## config.mk

```make
export PLATFORM = sky130hd
export DESIGN_NAME = class_score_ranking_sort_unit_flat
export DESIGN_NICKNAME = d
export VERILOG_FILES = /design/src/rtl/core/csrs_pkg.sv /design/src/rtl/core/csrs_if.sv /design/src/rtl/core/class_score_ranking_sort_unit.sv /design/src/rtl/core/csrs_ram.sv /design/src/flat_wrapper.sv
export SDC_FILE = /design/constraint.sdc
export NUM_CORES = 1
export LEC_CHECK = 0
export ABC_AREA = 1
export BUFFER_PORTS_ARGS = -buffer_cell sky130_fd_sc_hd__buf_2
export CELL_PAD_IN_SITES_DETAIL_PLACEMENT = 0
export CELL_PAD_IN_SITES_GLOBAL_PLACEMENT = 1
export CORE_MARGIN = 2
export CORE_UTILIZATION = 45
export CTS_CLUSTER_SIZE = 14
export DETAILED_ROUTE_END_ITERATION = 16
export HOLD_SLACK_MARGIN = 0.12
export PLACE_DENSITY_LB_ADDON = 0.05
export SYNTH_ARGS = -nofsm -noshare
export SYNTH_HDL_FRONTEND = slang
export SYNTH_SLANG_ARGS = --single-unit
```

## constraint.sdc

```tcl
create_clock -name clk -period 7.65 [get_ports clk]
set_input_delay 1.53 -clock clk [delete_from_list [all_inputs] [get_ports clk]]
set_output_delay 1.53 -clock clk [all_outputs]
set_load 0.1 [all_outputs]
```

## src/rtl/core/csrs_pkg.sv

```systemverilog
package csrs_pkg;

    localparam int SCORE_IO_W = 32;
    localparam int INDEX_IO_W = 4;

    typedef enum logic [2:0] {
        S_LOAD,
        S_HOLD,
        S_SCAN,
        S_STORE,
        S_EMIT_RD,
        S_EMIT_LD
    } state_t;

endpackage

```

## src/rtl/core/csrs_if.sv

```systemverilog
interface csrs_score_if;
    import csrs_pkg::*;

    logic                  valid;
    logic                  ready;
    logic [SCORE_IO_W-1:0] score;

    modport source (output valid, output score, input ready);
    modport sink   (input valid, input score, output ready);
endinterface

interface csrs_rank_if;
    import csrs_pkg::*;

    logic                  valid;
    logic                  ready;
    logic [INDEX_IO_W-1:0] class_index;
    logic [SCORE_IO_W-1:0] ranked_score;
    logic                  last_rank;

    modport source (output valid, output class_index, output ranked_score,
                    output last_rank, input ready);
    modport sink   (input valid, input class_index, input ranked_score,
                    input last_rank, output ready);
endinterface

```

## src/rtl/core/class_score_ranking_sort_unit.sv

```systemverilog
// Ranks a run of NUM_SCORES classifier scores, highest first. Scores are taken one per
// item and numbered 0..NUM_SCORES-1 in arrival order; one item is accepted per cycle
// while loading. After the last score of a run, the block stops taking items and runs an
// exchange sort over one RAM (score and index kept together) with a single comparator:
// entry i is held in a register and compared against entries i+1..N-1 in turn, one per
// cycle, swapping on strictly greater. Results then leave one at a time, each read from the
// RAM in S_EMIT_RD and loaded in S_EMIT_LD once the output register is free (sink ready
// or register empty), class_index masked to 4 bits, last_rank set on the final one;
// loading of the next run starts as soon as the last result is in the output register.
// Scores are compared as signed SCORE_WIDTH-bit values taken from the low input bits.
module class_score_ranking_sort_unit #(
    parameter int NUM_SCORES  = 10,
    parameter int SCORE_WIDTH = 32
) (
    input  logic               clk,
    input  logic               rst_n,
    csrs_score_if.sink         scores,
    csrs_rank_if.source        ranks
);
    import csrs_pkg::*;

    localparam int IDX_W  = $clog2(NUM_SCORES);
    localparam int WORD_W = SCORE_WIDTH + IDX_W;

    state_t state_reg, state_next;
    logic [IDX_W-1:0] load_cnt_reg, load_cnt_next;
    logic [IDX_W-1:0] i_reg, i_next;
    logic [IDX_W-1:0] j_reg, j_next;
    logic [WORD_W-1:0] held_reg, held_next;

    logic                  out_valid_reg, out_valid_next;
    logic [INDEX_IO_W-1:0] out_index_reg, out_index_next;
    logic [SCORE_IO_W-1:0] out_score_reg, out_score_next;
    logic                  out_last_reg, out_last_next;

    logic              ram_we;
    logic [IDX_W-1:0]  ram_waddr;
    logic [WORD_W-1:0] ram_wdata;
    logic [IDX_W-1:0]  ram_raddr;
    logic [WORD_W-1:0] ram_rdata;

    logic [SCORE_WIDTH-1:0] in_score;
    logic [SCORE_WIDTH-1:0] rd_score;
    logic [IDX_W-1:0]       rd_index;
    logic [SCORE_WIDTH-1:0] held_score;
    logic                   swap;
    logic                   out_free;

    csrs_ram #(
        .WIDTH (WORD_W),
        .DEPTH (NUM_SCORES)
    ) u_store (
        .clk   (clk),
        .we    (ram_we),
        .waddr (ram_waddr),
        .wdata (ram_wdata),
        .raddr (ram_raddr),
        .rdata (ram_rdata)
    );

    assign in_score   = SCORE_WIDTH'($signed(scores.score));
    assign rd_score   = ram_rdata[WORD_W-1:IDX_W];
    assign rd_index   = ram_rdata[IDX_W-1:0];
    assign held_score = held_reg[WORD_W-1:IDX_W];
    assign swap       = $signed(rd_score) > $signed(held_score);
    assign out_free   = !out_valid_reg || ranks.ready;

    assign scores.ready       = (state_reg == S_LOAD);
    assign ranks.valid        = out_valid_reg;
    assign ranks.class_index  = out_index_reg;
    assign ranks.ranked_score = out_score_reg;
    assign ranks.last_rank    = out_last_reg;

    always_ff @(posedge clk or negedge rst_n)
    begin
        if (!rst_n)
        begin
            state_reg     <= S_LOAD;
            load_cnt_reg  <= '0;
            i_reg         <= '0;
            j_reg         <= '0;
            out_valid_reg <= 1'b0;
        end
        else
        begin
            state_reg     <= state_next;
            load_cnt_reg  <= load_cnt_next;
            i_reg         <= i_next;
            j_reg         <= j_next;
            out_valid_reg <= out_valid_next;
        end
    end

    always_ff @(posedge clk)
    begin
        held_reg      <= held_next;
        out_index_reg <= out_index_next;
        out_score_reg <= out_score_next;
        out_last_reg  <= out_last_next;
    end

    always_comb
    begin
        state_next     = state_reg;
        load_cnt_next  = load_cnt_reg;
        i_next         = i_reg;
        j_next         = j_reg;
        held_next      = held_reg;
        out_valid_next = out_valid_reg;
        out_index_next = out_index_reg;
        out_score_next = out_score_reg;
        out_last_next  = out_last_reg;
        ram_we         = 1'b0;
        ram_waddr      = load_cnt_reg;
        ram_wdata      = {in_score, load_cnt_reg};
        ram_raddr      = '0;

        if (out_valid_reg && ranks.ready)
        begin
            out_valid_next = 1'b0;
        end

        case (state_reg)
            S_LOAD:
            begin
                // entry 0 is read here so it is ready when the sort starts
                if (scores.valid)
                begin
                    ram_we = 1'b1;
                    if (load_cnt_reg == IDX_W'(NUM_SCORES - 1))
                    begin
                        load_cnt_next = '0;
                        i_next        = '0;
                        state_next    = S_HOLD;
                    end
                    else
                    begin
                        load_cnt_next = load_cnt_reg + 1'b1;
                    end
                end
            end
            S_HOLD:
            begin
                held_next  = ram_rdata;
                ram_raddr  = i_reg + 1'b1;
                j_next     = i_reg + 1'b1;
                state_next = S_SCAN;
            end
            S_SCAN:
            begin
                // rdata is entry j; entry j+1 is fetched in the same cycle
                if (swap)
                begin
                    ram_we    = 1'b1;
                    ram_waddr = j_reg;
                    ram_wdata = held_reg;
                    held_next = ram_rdata;
                end
                if (j_reg == IDX_W'(NUM_SCORES - 1))
                begin
                    state_next = S_STORE;
                end
                else
                begin
                    ram_raddr = j_reg + 1'b1;
                    j_next    = j_reg + 1'b1;
                end
            end
            S_STORE:
            begin
                ram_we    = 1'b1;
                ram_waddr = i_reg;
                ram_wdata = held_reg;
                ram_raddr = i_reg + 1'b1;
                if (i_reg == IDX_W'(NUM_SCORES - 2))
                begin
                    i_next     = '0;
                    state_next = S_EMIT_RD;
                end
                else
                begin
                    i_next     = i_reg + 1'b1;
                    state_next = S_HOLD;
                end
            end
            S_EMIT_RD:
            begin
                ram_raddr  = i_reg;
                state_next = S_EMIT_LD;
            end
            S_EMIT_LD:
            begin
                ram_raddr = i_reg;
                if (out_free)
                begin
                    out_valid_next = 1'b1;
                    out_index_next = INDEX_IO_W'(rd_index);
                    out_score_next = SCORE_IO_W'($signed(rd_score));
                    out_last_next  = (i_reg == IDX_W'(NUM_SCORES - 1));
                    if (i_reg == IDX_W'(NUM_SCORES - 1))
                    begin
                        i_next     = '0;
                        state_next = S_LOAD;
                    end
                    else
                    begin
                        i_next     = i_reg + 1'b1;
                        state_next = S_EMIT_RD;
                    end
                end
            end
            default:
            begin
                state_next = S_LOAD;
            end
        endcase
    end

    // a finished run is followed by a fresh load, never a stray result
    assert property (@(posedge clk) disable iff (!rst_n)
        (ranks.valid && ranks.ready && ranks.last_rank) |=> !ranks.valid)
        else $error("result after last rank without a new run");

    assert property (@(posedge clk) disable iff (!rst_n)
        load_cnt_reg <= IDX_W'(NUM_SCORES - 1))
        else $error("load count past end of run");

    // swap write and look-ahead read must never hit the same entry
    assert property (@(posedge clk) disable iff (!rst_n)
        (state_reg == S_SCAN && ram_we) |-> (ram_waddr != ram_raddr))
        else $error("scan write collides with read");

    assert property (@(posedge clk) disable iff (!rst_n)
        (state_reg == S_SCAN) |-> (j_reg > i_reg))
        else $error("scan index not above held entry");

    assert property (@(posedge clk) disable iff (!rst_n)
        (state_reg == S_EMIT_LD && !out_free) |=> $stable(i_reg))
        else $error("rank index moved while output stalled");
endmodule

```

## src/rtl/core/csrs_ram.sv

```systemverilog
module csrs_ram #(
    parameter int WIDTH = 8,
    parameter int DEPTH = 16
) (
    input  logic                                  clk,
    input  logic                                  we,
    input  logic [(DEPTH > 1 ? $clog2(DEPTH) : 1)-1:0] waddr,
    input  logic [WIDTH-1:0]                      wdata,
    input  logic [(DEPTH > 1 ? $clog2(DEPTH) : 1)-1:0] raddr,
    output logic [WIDTH-1:0]                      rdata
);
    logic [WIDTH-1:0] mem [DEPTH];
    logic [WIDTH-1:0] rdata_reg;

    always_ff @(posedge clk)
    begin
        if (we)
        begin
            mem[waddr] <= wdata;
        end
        rdata_reg <= mem[raddr];
    end

    assign rdata = rdata_reg;
endmodule

```

## src/flat_wrapper.sv

```systemverilog
// flat-port wrapper written by rule: the top's interface ports become plain ports
module class_score_ranking_sort_unit_flat import csrs_pkg::*;
#(
    parameter int NUM_SCORES  = 10,
    parameter int SCORE_WIDTH = 32
)
  (clk, rst_n, scores_valid, scores_score, scores_ready, ranks_valid, ranks_class_index, ranks_ranked_score, ranks_last_rank, ranks_ready);
  csrs_score_if scores_i ();
  csrs_rank_if ranks_i ();
  input  logic clk;
  input  logic rst_n;
  input wire logic [$bits(scores_i.valid)-1:0] scores_valid;
  input wire logic [$bits(scores_i.score)-1:0] scores_score;
  output wire logic [$bits(scores_i.ready)-1:0] scores_ready;
  output wire logic [$bits(ranks_i.valid)-1:0] ranks_valid;
  output wire logic [$bits(ranks_i.class_index)-1:0] ranks_class_index;
  output wire logic [$bits(ranks_i.ranked_score)-1:0] ranks_ranked_score;
  output wire logic [$bits(ranks_i.last_rank)-1:0] ranks_last_rank;
  input wire logic [$bits(ranks_i.ready)-1:0] ranks_ready;
  assign scores_i.valid = scores_valid;
  assign scores_i.score = scores_score;
  assign scores_ready = scores_i.ready;
  assign ranks_valid = ranks_i.valid;
  assign ranks_class_index = ranks_i.class_index;
  assign ranks_ranked_score = ranks_i.ranked_score;
  assign ranks_last_rank = ranks_i.last_rank;
  assign ranks_i.ready = ranks_ready;
  class_score_ranking_sort_unit #(.NUM_SCORES(NUM_SCORES), .SCORE_WIDTH(SCORE_WIDTH)) u_core (.clk(clk), .rst_n(rst_n), .scores(scores_i), .ranks(ranks_i));
endmodule
```

==> results of run 1 <==
critical path, cell delays in order, from the launching register on:
cell,delay (ns)
edfxtp_1,0.33
inv_1,0.06
ha_1,0.35
nand2_1,0.11
nor2_1,0.15
nand3_1,0.11
nor3_1,0.36
nand2_1,0.10
nand3_1,0.09
nand3_2,0.14
inv_2,0.47
buf_4,0.46
nand3_2,0.15
nand3_1,0.14
nand2_1,0.16
nor2_4,0.13
buf_4,0.56
cell families (layout without fill, tap and decap cells):
| group | Yosys count | after routing | share of synthesized area |
|---|---|---|---|
| DFF | 485 | 485 | 0.6970 |
| and+or+nand+nor | 477 | 477 | 0.1048 |
| AOI/OAI and AO/OA | 395 | 395 | 0.1298 |
| buffers and inverters | 180 | 284 | 0.04297 |
| adders and majority gates | 37 | 37 | 0.02284 |
| xor gates and xnor gates | 6 | 6 | 0.002593 |
| other | 0 | 1 | 0 |
routing by layer:
metal / wire length (um) / GRT usage / up-vias
met1: 24990 / 0.3400 / 6134
li1: - / - / 5933
met4: 720 / 0.04589 / 0
met2: 21560 / 0.3155 / 327
met5: 0 / 0 / -
met3: 2695 / 0.03565 / 62
metrics by stage:
step / hold slack, ns / cell area [sq um] / utilization / setup slack (ns) / std cells
floorplan: 0.4037 / 20260 / - / 2.113 / 1580
global placement: 0.4386 / 21120 / 0.4766 / 3.334 / 2182
detailed placement: 0.4561 / 21120 / 0.4766 / 3.287 / 2182
CTS: 0.4702 / 22710 / 0.5125 / 3.263 / 2276
global route: 0.4872 / 22710 / 0.5125 / 3.005 / 2276
finish: 0.4727 / 22720 / 0.5126 / 3.333 / 2277
worst min path at each step:
stage | slack, ns | startpoint | cells after the start | to
6_report | 0.47 | u_core.u_store.rdata[11]$_DFF_P_ | 0 | u_core.held_reg[11]$_DFFE_PP_
5_1_grt | 0.49 | u_core.u_store.rdata[10]$_DFF_P_ | 0 | u_core.ranks.ranked_score[6]$_DFFE_PP_
4_1_cts | 0.47 | u_core.u_store.rdata[11]$_DFF_P_ | 0 | u_core.held_reg[11]$_DFFE_PP_
3_5_place_dp | 0.46 | u_core.u_store.rdata[11]$_DFF_P_ | 0 | u_core.held_reg[11]$_DFFE_PP_
3_3_place_gp | 0.44 | u_core.u_store.rdata[11]$_DFF_P_ | 0 | u_core.ranks.ranked_score[7]$_DFFE_PP_
2_1_floorplan | 0.40 | u_core.u_store.rdata[0]$_DFF_P_ | 0 | u_core.held_reg[0]$_DFFE_PP_
Yosys cell counts (20+ instances only):
library cell    n
o221ai_1       36
o21ai_0       101
nor2_1        184
o211ai_1      100
o21ai_1        45
dfxtp_1        36
clkbuf_1       31
edfxtp_1      433
o31ai_1        36
ha_1           37
or2_1          58
o21ai_2        20
o22ai_1        37
nand3_1        22
inv_1          86
nand2_1       176
buf_2          31
area by class of cell:
class,instances,area (sq um)
Fill cell,3846,21600
Sequential cell,485,14120
Clock inverter,26,170.2
Timing Repair Buffer,95,528.0
Multi-Input combinational cell,915,5364
Antenna cell,1,2.502
Inverter,95,364.1
Tap cell,592,740.7
Clock buffer,68,1423
==> results.md, run 1 <==
* Vias at 12,456
* Cell area after synthesis at 20,260 sq um
* Worst Setup EP: u_core.u_store.mem[2][29]$_DFFE_PP_
* Detailed Route Iter0 Violations at 1,143
* Worst EP required at 7.86 ns
* Primary FF master, synth: edfxtp_1
* Worst Setup Path Type: register to register
* Most frequent cells in the layout: edfxtp_1, nand2_1, nor2_1
* I/O pins at 75
* Synth-to-Final Area Change at 12.10%
* Worst-path clk slew at 0.06 ns
* #FFs+latches synth at 485
* Die X at 216.2 um
* # setup viols final at 0
* Sequential area share after synthesis at 0.6970
* Max Root-Sink Buffers at 3
* Post-synth EDFFs at 433
* Reg2reg end: u_core.u_store.mem[2][29]$_DFFE_PP_
* Clock Skews at 0.01408 ns
* Core area at 44,320 sq um
* Die H at 216.2 um
* Syn_area_per_cell at 12.83 sq um
* Drt wl/cell at 21.94 um
* Worst-path maximum fanout at 36
* Crit path from: u_core.held_reg[35]$_DFFE_PP_
* Final period util at 0.5644
* Clock sink count at 485
* Crit path launch type: register
* Unrepaired setup endpoints after global routing: no
* DR pass1 iterations at 5
* Final #Nets at 1,716
* Post-CTS Setup Bufs at 0
* CTS resizes at 0
* Ys async rst share at 0.03299
* Rows at 77
* Yosys warns at 0
* I/O Buffers at 74
* Largest register FFs at 360
* Worst EP arrival at 4.53 ns
* Vias in the first global route at 12,088
* First-pass GRT wire length at 75,960 um
* R2R cell count at 16
* Period minus WS final at 4.317 ns
* Post-synth top area cell: edfxtp_1
* Die ar. at 46,740 sq um
* CTS Hold Bufs at 0
* Reg2reg setup slack at 3.33 ns
* Syn Inst Count at 1,580
* Area share of the largest cell type after synthesis at 0.6416
* Crit path capture type: register
* HP Class: register to register
* CTS root buf: clkbuf_16
* Share of cells above drive strength 1 at 0.1390
* Gpl congestion at 0.8280
* Status: complete, no violations
* Reg-to-Reg Start: u_core.held_reg[35]$_DFFE_PP_
* Worst-Skew Late Latency at 0.59 ns
* GRT Total Usage at 0.2163
* Fmax at 0.2316 GHz
* Drt drc at 0
* Slew Viols, Final at 0
* WL final at 49,970 um
* Largest net degree at the start of global routing at 129
* Setup tns final at 0 ns
* Most common cell after layout, fill and taps aside: edfxtp_1
* Syn Nets at 1,653
* Max_slew headroom at 0.1881
* Slew @ Worst Pin at 1.212 ns
* CTS H-tree lvls at 2
* Max-Cap Viols at 0
* CTS Buf Count at 51
* Via density at 5.470
* Initial Utilization at 0.4573
* Post-route ant nets at 0
* Largest cells by area after synthesis: edfxtp_1, o211ai_1, dfxtp_1
* Total gr overflow at 0
* HPWL after DPL at 28,790 um
* Final hold violations at 0
* Initial antenna violation count at 2
* Synth cell types at 44
* TritonCTS clock tree: built
Power of run 1 is not shown: default switching activity piles up to over one toggle a cycle in this logic, so the estimate is an artifact.
==> run 2, diff against run 1 <==
==> constraint.sdc (replaced) <==
create_clock -name clk -period 3.75 [get_ports clk]
set_input_delay 0.75 -clock clk [delete_from_list [all_inputs] [get_ports clk]]
set_output_delay 0.75 -clock clk [all_outputs]
set_load 0.1 [all_outputs]
==> run 2 against run 1 <==
  * Count of clock-buffer cells in the layout down 5
  * Non-clock buffer count up 34
  * Cell count up 1.3%
  * Routed wire length up 5.3%
  * Flip-flop and latch count unchanged
  * Largest cell class unchanged
==> results.md, run 2 (same netlist as run 1, synthesis figures left out) <==
* Synth-to-Final Area Change at 14.52% (was 12.10%)
* Max_slew headroom at 0.1627 (was 0.1881)
* Layout Cells excl Fill at 2,306 (was 2,277)
* Initial antenna violation count at 2 (unchanged)
* Reg2reg setup slack at 0.29 ns (was 3.33 ns)
* DR pass1 iterations at 5 (unchanged)
* Worst EP arrival at 3.71 ns (was 4.53 ns)
* Most frequent cells in the layout: edfxtp_1, nand2_1, nor2_1 (unchanged)
* Drt wl/cell at 22.81 um (was 21.94 um)
* Hold_sp: u_core.u_store.rdata[33]$_DFF_P_ (was u_core.u_store.rdata[11]$_DFF_P_)
* Die H at 216.2 um (unchanged)
* Post-CTS Setup Bufs at 0 (unchanged)
* First-pass GRT wire length at 79,250 um (was 75,960 um)
* Worst-path maximum fanout at 33 (was 36)
* Most common cell after layout, fill and taps aside: edfxtp_1 (unchanged)
* CTS Hold Bufs at 1 (was 0)
* Via density at 5.550 (was 5.470)
* ANT cells at 0 (was 1)
* Die X at 216.2 um (unchanged)
* Most used cell, CP: nand2_1
* Core area at 44,320 sq um (unchanged)
* Clock Skews at 0.02045 ns (was 0.01408 ns)
* Setup tns final at 0 ns (unchanged)
* Total gr overflow at 0 (unchanged)
* Reg-to-Reg Start: u_core.held_reg[35]$_DFFE_PP_ (unchanged)
* Placed Instances at 2,215 (was 2,182)
* Period minus WS final at 3.455 ns (was 4.317 ns)
* Vias at 12,799 (was 12,456)
* WL final at 52,610 um (was 49,970 um)
* CTS root buf: clkbuf_16 (unchanged)
* Die ar. at 46,740 sq um (unchanged)
* Slew @ Worst Pin at 1.250 ns (was 1.212 ns)
* Fillers at 3,781 (was 3,846)
* Final hold violations at 0 (unchanged)
* Post-route ant nets at 0 (unchanged)
* Rows at 77 (unchanged)
* Share of cells above drive strength 1 at 0.1546 (was 0.1390)
* Final #Nets at 1,751 (was 1,716)
* GRT Total Usage at 0.2272 (was 0.2163)
* Critical-path cell list: inv_1 -> ha_1 -> nand2_1 -> inv_2 -> nand2_1 -> nor2_2 -> nand2_1 -> nor2_2 -> nand2_1 -> nand4_1 -> nand2_1 -> nand3_2 -> nand2_1 -> a21oi_1 -> nand3_1 -> nor2_4 -> buf_12 (was inv_1 -> ha_1 -> nand2_1 -> nor2_1 -> nand3_1 -> nor3_1 -> nand2_1 -> nand3_1 -> nand3_2 -> inv_2 -> buf_4 -> nand3_2 -> nand3_1 -> nand2_1 -> nor2_4 -> buf_4)
* Post-DP Area at 21,530 sq um (was 21,120 sq um)
* HP Class: register to register (unchanged)
* Worst-path clk slew at 0.06 ns (about the same)
* # setup viols final at 0 (unchanged)
* Final Cell Area at 23,210 sq um (was 22,720 sq um)
* Unrepaired setup endpoints after global routing: no (unchanged)
* Final period util at 0.9214 (was 0.5644)
* R2R cell count at 17 (was 16)
* Slowest stage delay, CP at 0.43 ns (was 0.56 ns)
* HPWL after DPL at 34,330 um (was 28,790 um)
* Worst EP required at 4.01 ns (was 7.86 ns)
* Worst-Skew Late Latency at 0.59 ns (about the same)
* Drt drc at 0 (unchanged)
* Crit path capture type: register (unchanged)
* Status: complete, no violations (unchanged)
* Crit path launch type: register (unchanged)
* Largest register FFs at 360 (unchanged)
* Largest net degree at the start of global routing at 91 (was 129)
* Gpl congestion at 0.8006 (was 0.8280)
* I/O pins at 75 (unchanged)
* Initial Utilization at 0.4573 (unchanged)
* Vias in the first global route at 12,057 (was 12,088)
* Reg2reg end: u_core.u_store.mem[4][24]$_DFFE_PP_ (was u_core.u_store.mem[2][29]$_DFFE_PP_)
* Clock sink count at 485 (unchanged)
* WHS Endpoint: u_core.held_reg[33]$_DFFE_PP_ (was u_core.held_reg[11]$_DFFE_PP_)
* Fmax at 0.2894 GHz (was 0.2316 GHz)
* Worst Setup Path Type: register to register (unchanged)
* CTS resizes at 0 (unchanged)
* Hold depth at 0 (unchanged)
* CTS Buf Count at 52 (was 51)
* CP max-delay cell: nand3_1 (was buf_4)
* TritonCTS clock tree: built (unchanged)
* I/O Buffers at 74 (unchanged)
* Slew Viols, Final at 0 (unchanged)
* Detailed Route Iter0 Violations at 1,276 (was 1,143)
* CTS H-tree lvls at 2 (unchanged)
* Max-Cap Viols at 0 (unchanged)
* Max Root-Sink Buffers at 3 (unchanged)
-- run 2: cell types whose count changed in the layout (fill, tap and decap cells not counted), sizes merged --
cell,before,now
buf,95,128
bufinv,2,6
clkbuf,68,63
clkinv,23,20
clkinvlp,1,0
diode,1,0
dlygate4sd3,0,1
inv,95,96
-- run 2: how the worst max path moves through the flow --
stage	depth (start not counted)	from	slack [ns]	to
2_1_floorplan	7	u_core.state_reg[2]$_DFFE_PN0P_	0.32	u_core.u_store.mem[0][0]$_DFFE_PP_
5_1_grt	17	u_core.held_reg[35]$_DFFE_PP_	0.04	u_core.u_store.mem[4][24]$_DFFE_PP_
6_report	17	u_core.held_reg[35]$_DFFE_PP_	0.29	u_core.u_store.mem[4][24]$_DFFE_PP_
3_3_place_gp	16	u_core.held_reg[35]$_DFFE_PP_	0.36	u_core.u_store.mem[0][23]$_DFFE_PP_
4_1_cts	15	u_core.held_reg[10]$_DFFE_PP_	0.30	u_core.u_store.mem[4][27]$_DFFE_PP_
3_5_place_dp	15	u_core.held_reg[10]$_DFFE_PP_	0.33	u_core.u_store.mem[4][24]$_DFFE_PP_
-- run 2: per-layer routing --
layer | track usage | wire length [um] | up-vias | share of wire
met3 | 0.04028 | 3483 | 66 | 0.066
met5 | 0 | 12 | - | 0.00023
met4 | 0.05365 | 852 | 2 | 0.016
li1 | - | - | 5987 | -
met2 | 0.3078 | 21180 | 391 | 0.40
met1 | 0.3736 | 27070 | 6353 | 0.51
-- run 2: per-stage QoR --
step | setup slack (ns) | hold WS (ns) | utilization
2_1_floorplan | 0.3244 | 0.4037 | -
3_3_place_gp | 0.3551 | 0.4505 | 0.4858
3_5_place_dp | 0.3345 | 0.4521 | 0.4858
4_1_cts | 0.2966 | 0.4460 | 0.5236
5_1_grt | 0.03693 | 0.4869 | 0.5236
6_report | 0.2949 | 0.4652 | 0.5236
-- run 2: cell type report --
cell class	count	area [sq um]	area share
flip-flops and latches	485	14120	0.6086
multi-input cells	915	5375	0.2316
clock buffers	63	1394	0.06006
repair buffers	129	935.9	0.04033
well taps	592	740.7	0.03192
inverters	95	364.1	0.01569
clock inverters	27	272.8	0.01175
-- run 2: worst max-delay path: cells and delay by family (launching register included) --
| family | cells | cell delay, ns |
|---|---|---|
| simple gates | 12 | 1.80 |
| flops | 1 | 0.32 |
| fa+ha+maj | 1 | 0.34 |
| buf+inv | 3 | 0.40 |
| compound gates | 1 | 0.23 |
Power of run 2 is left out for the same reason.
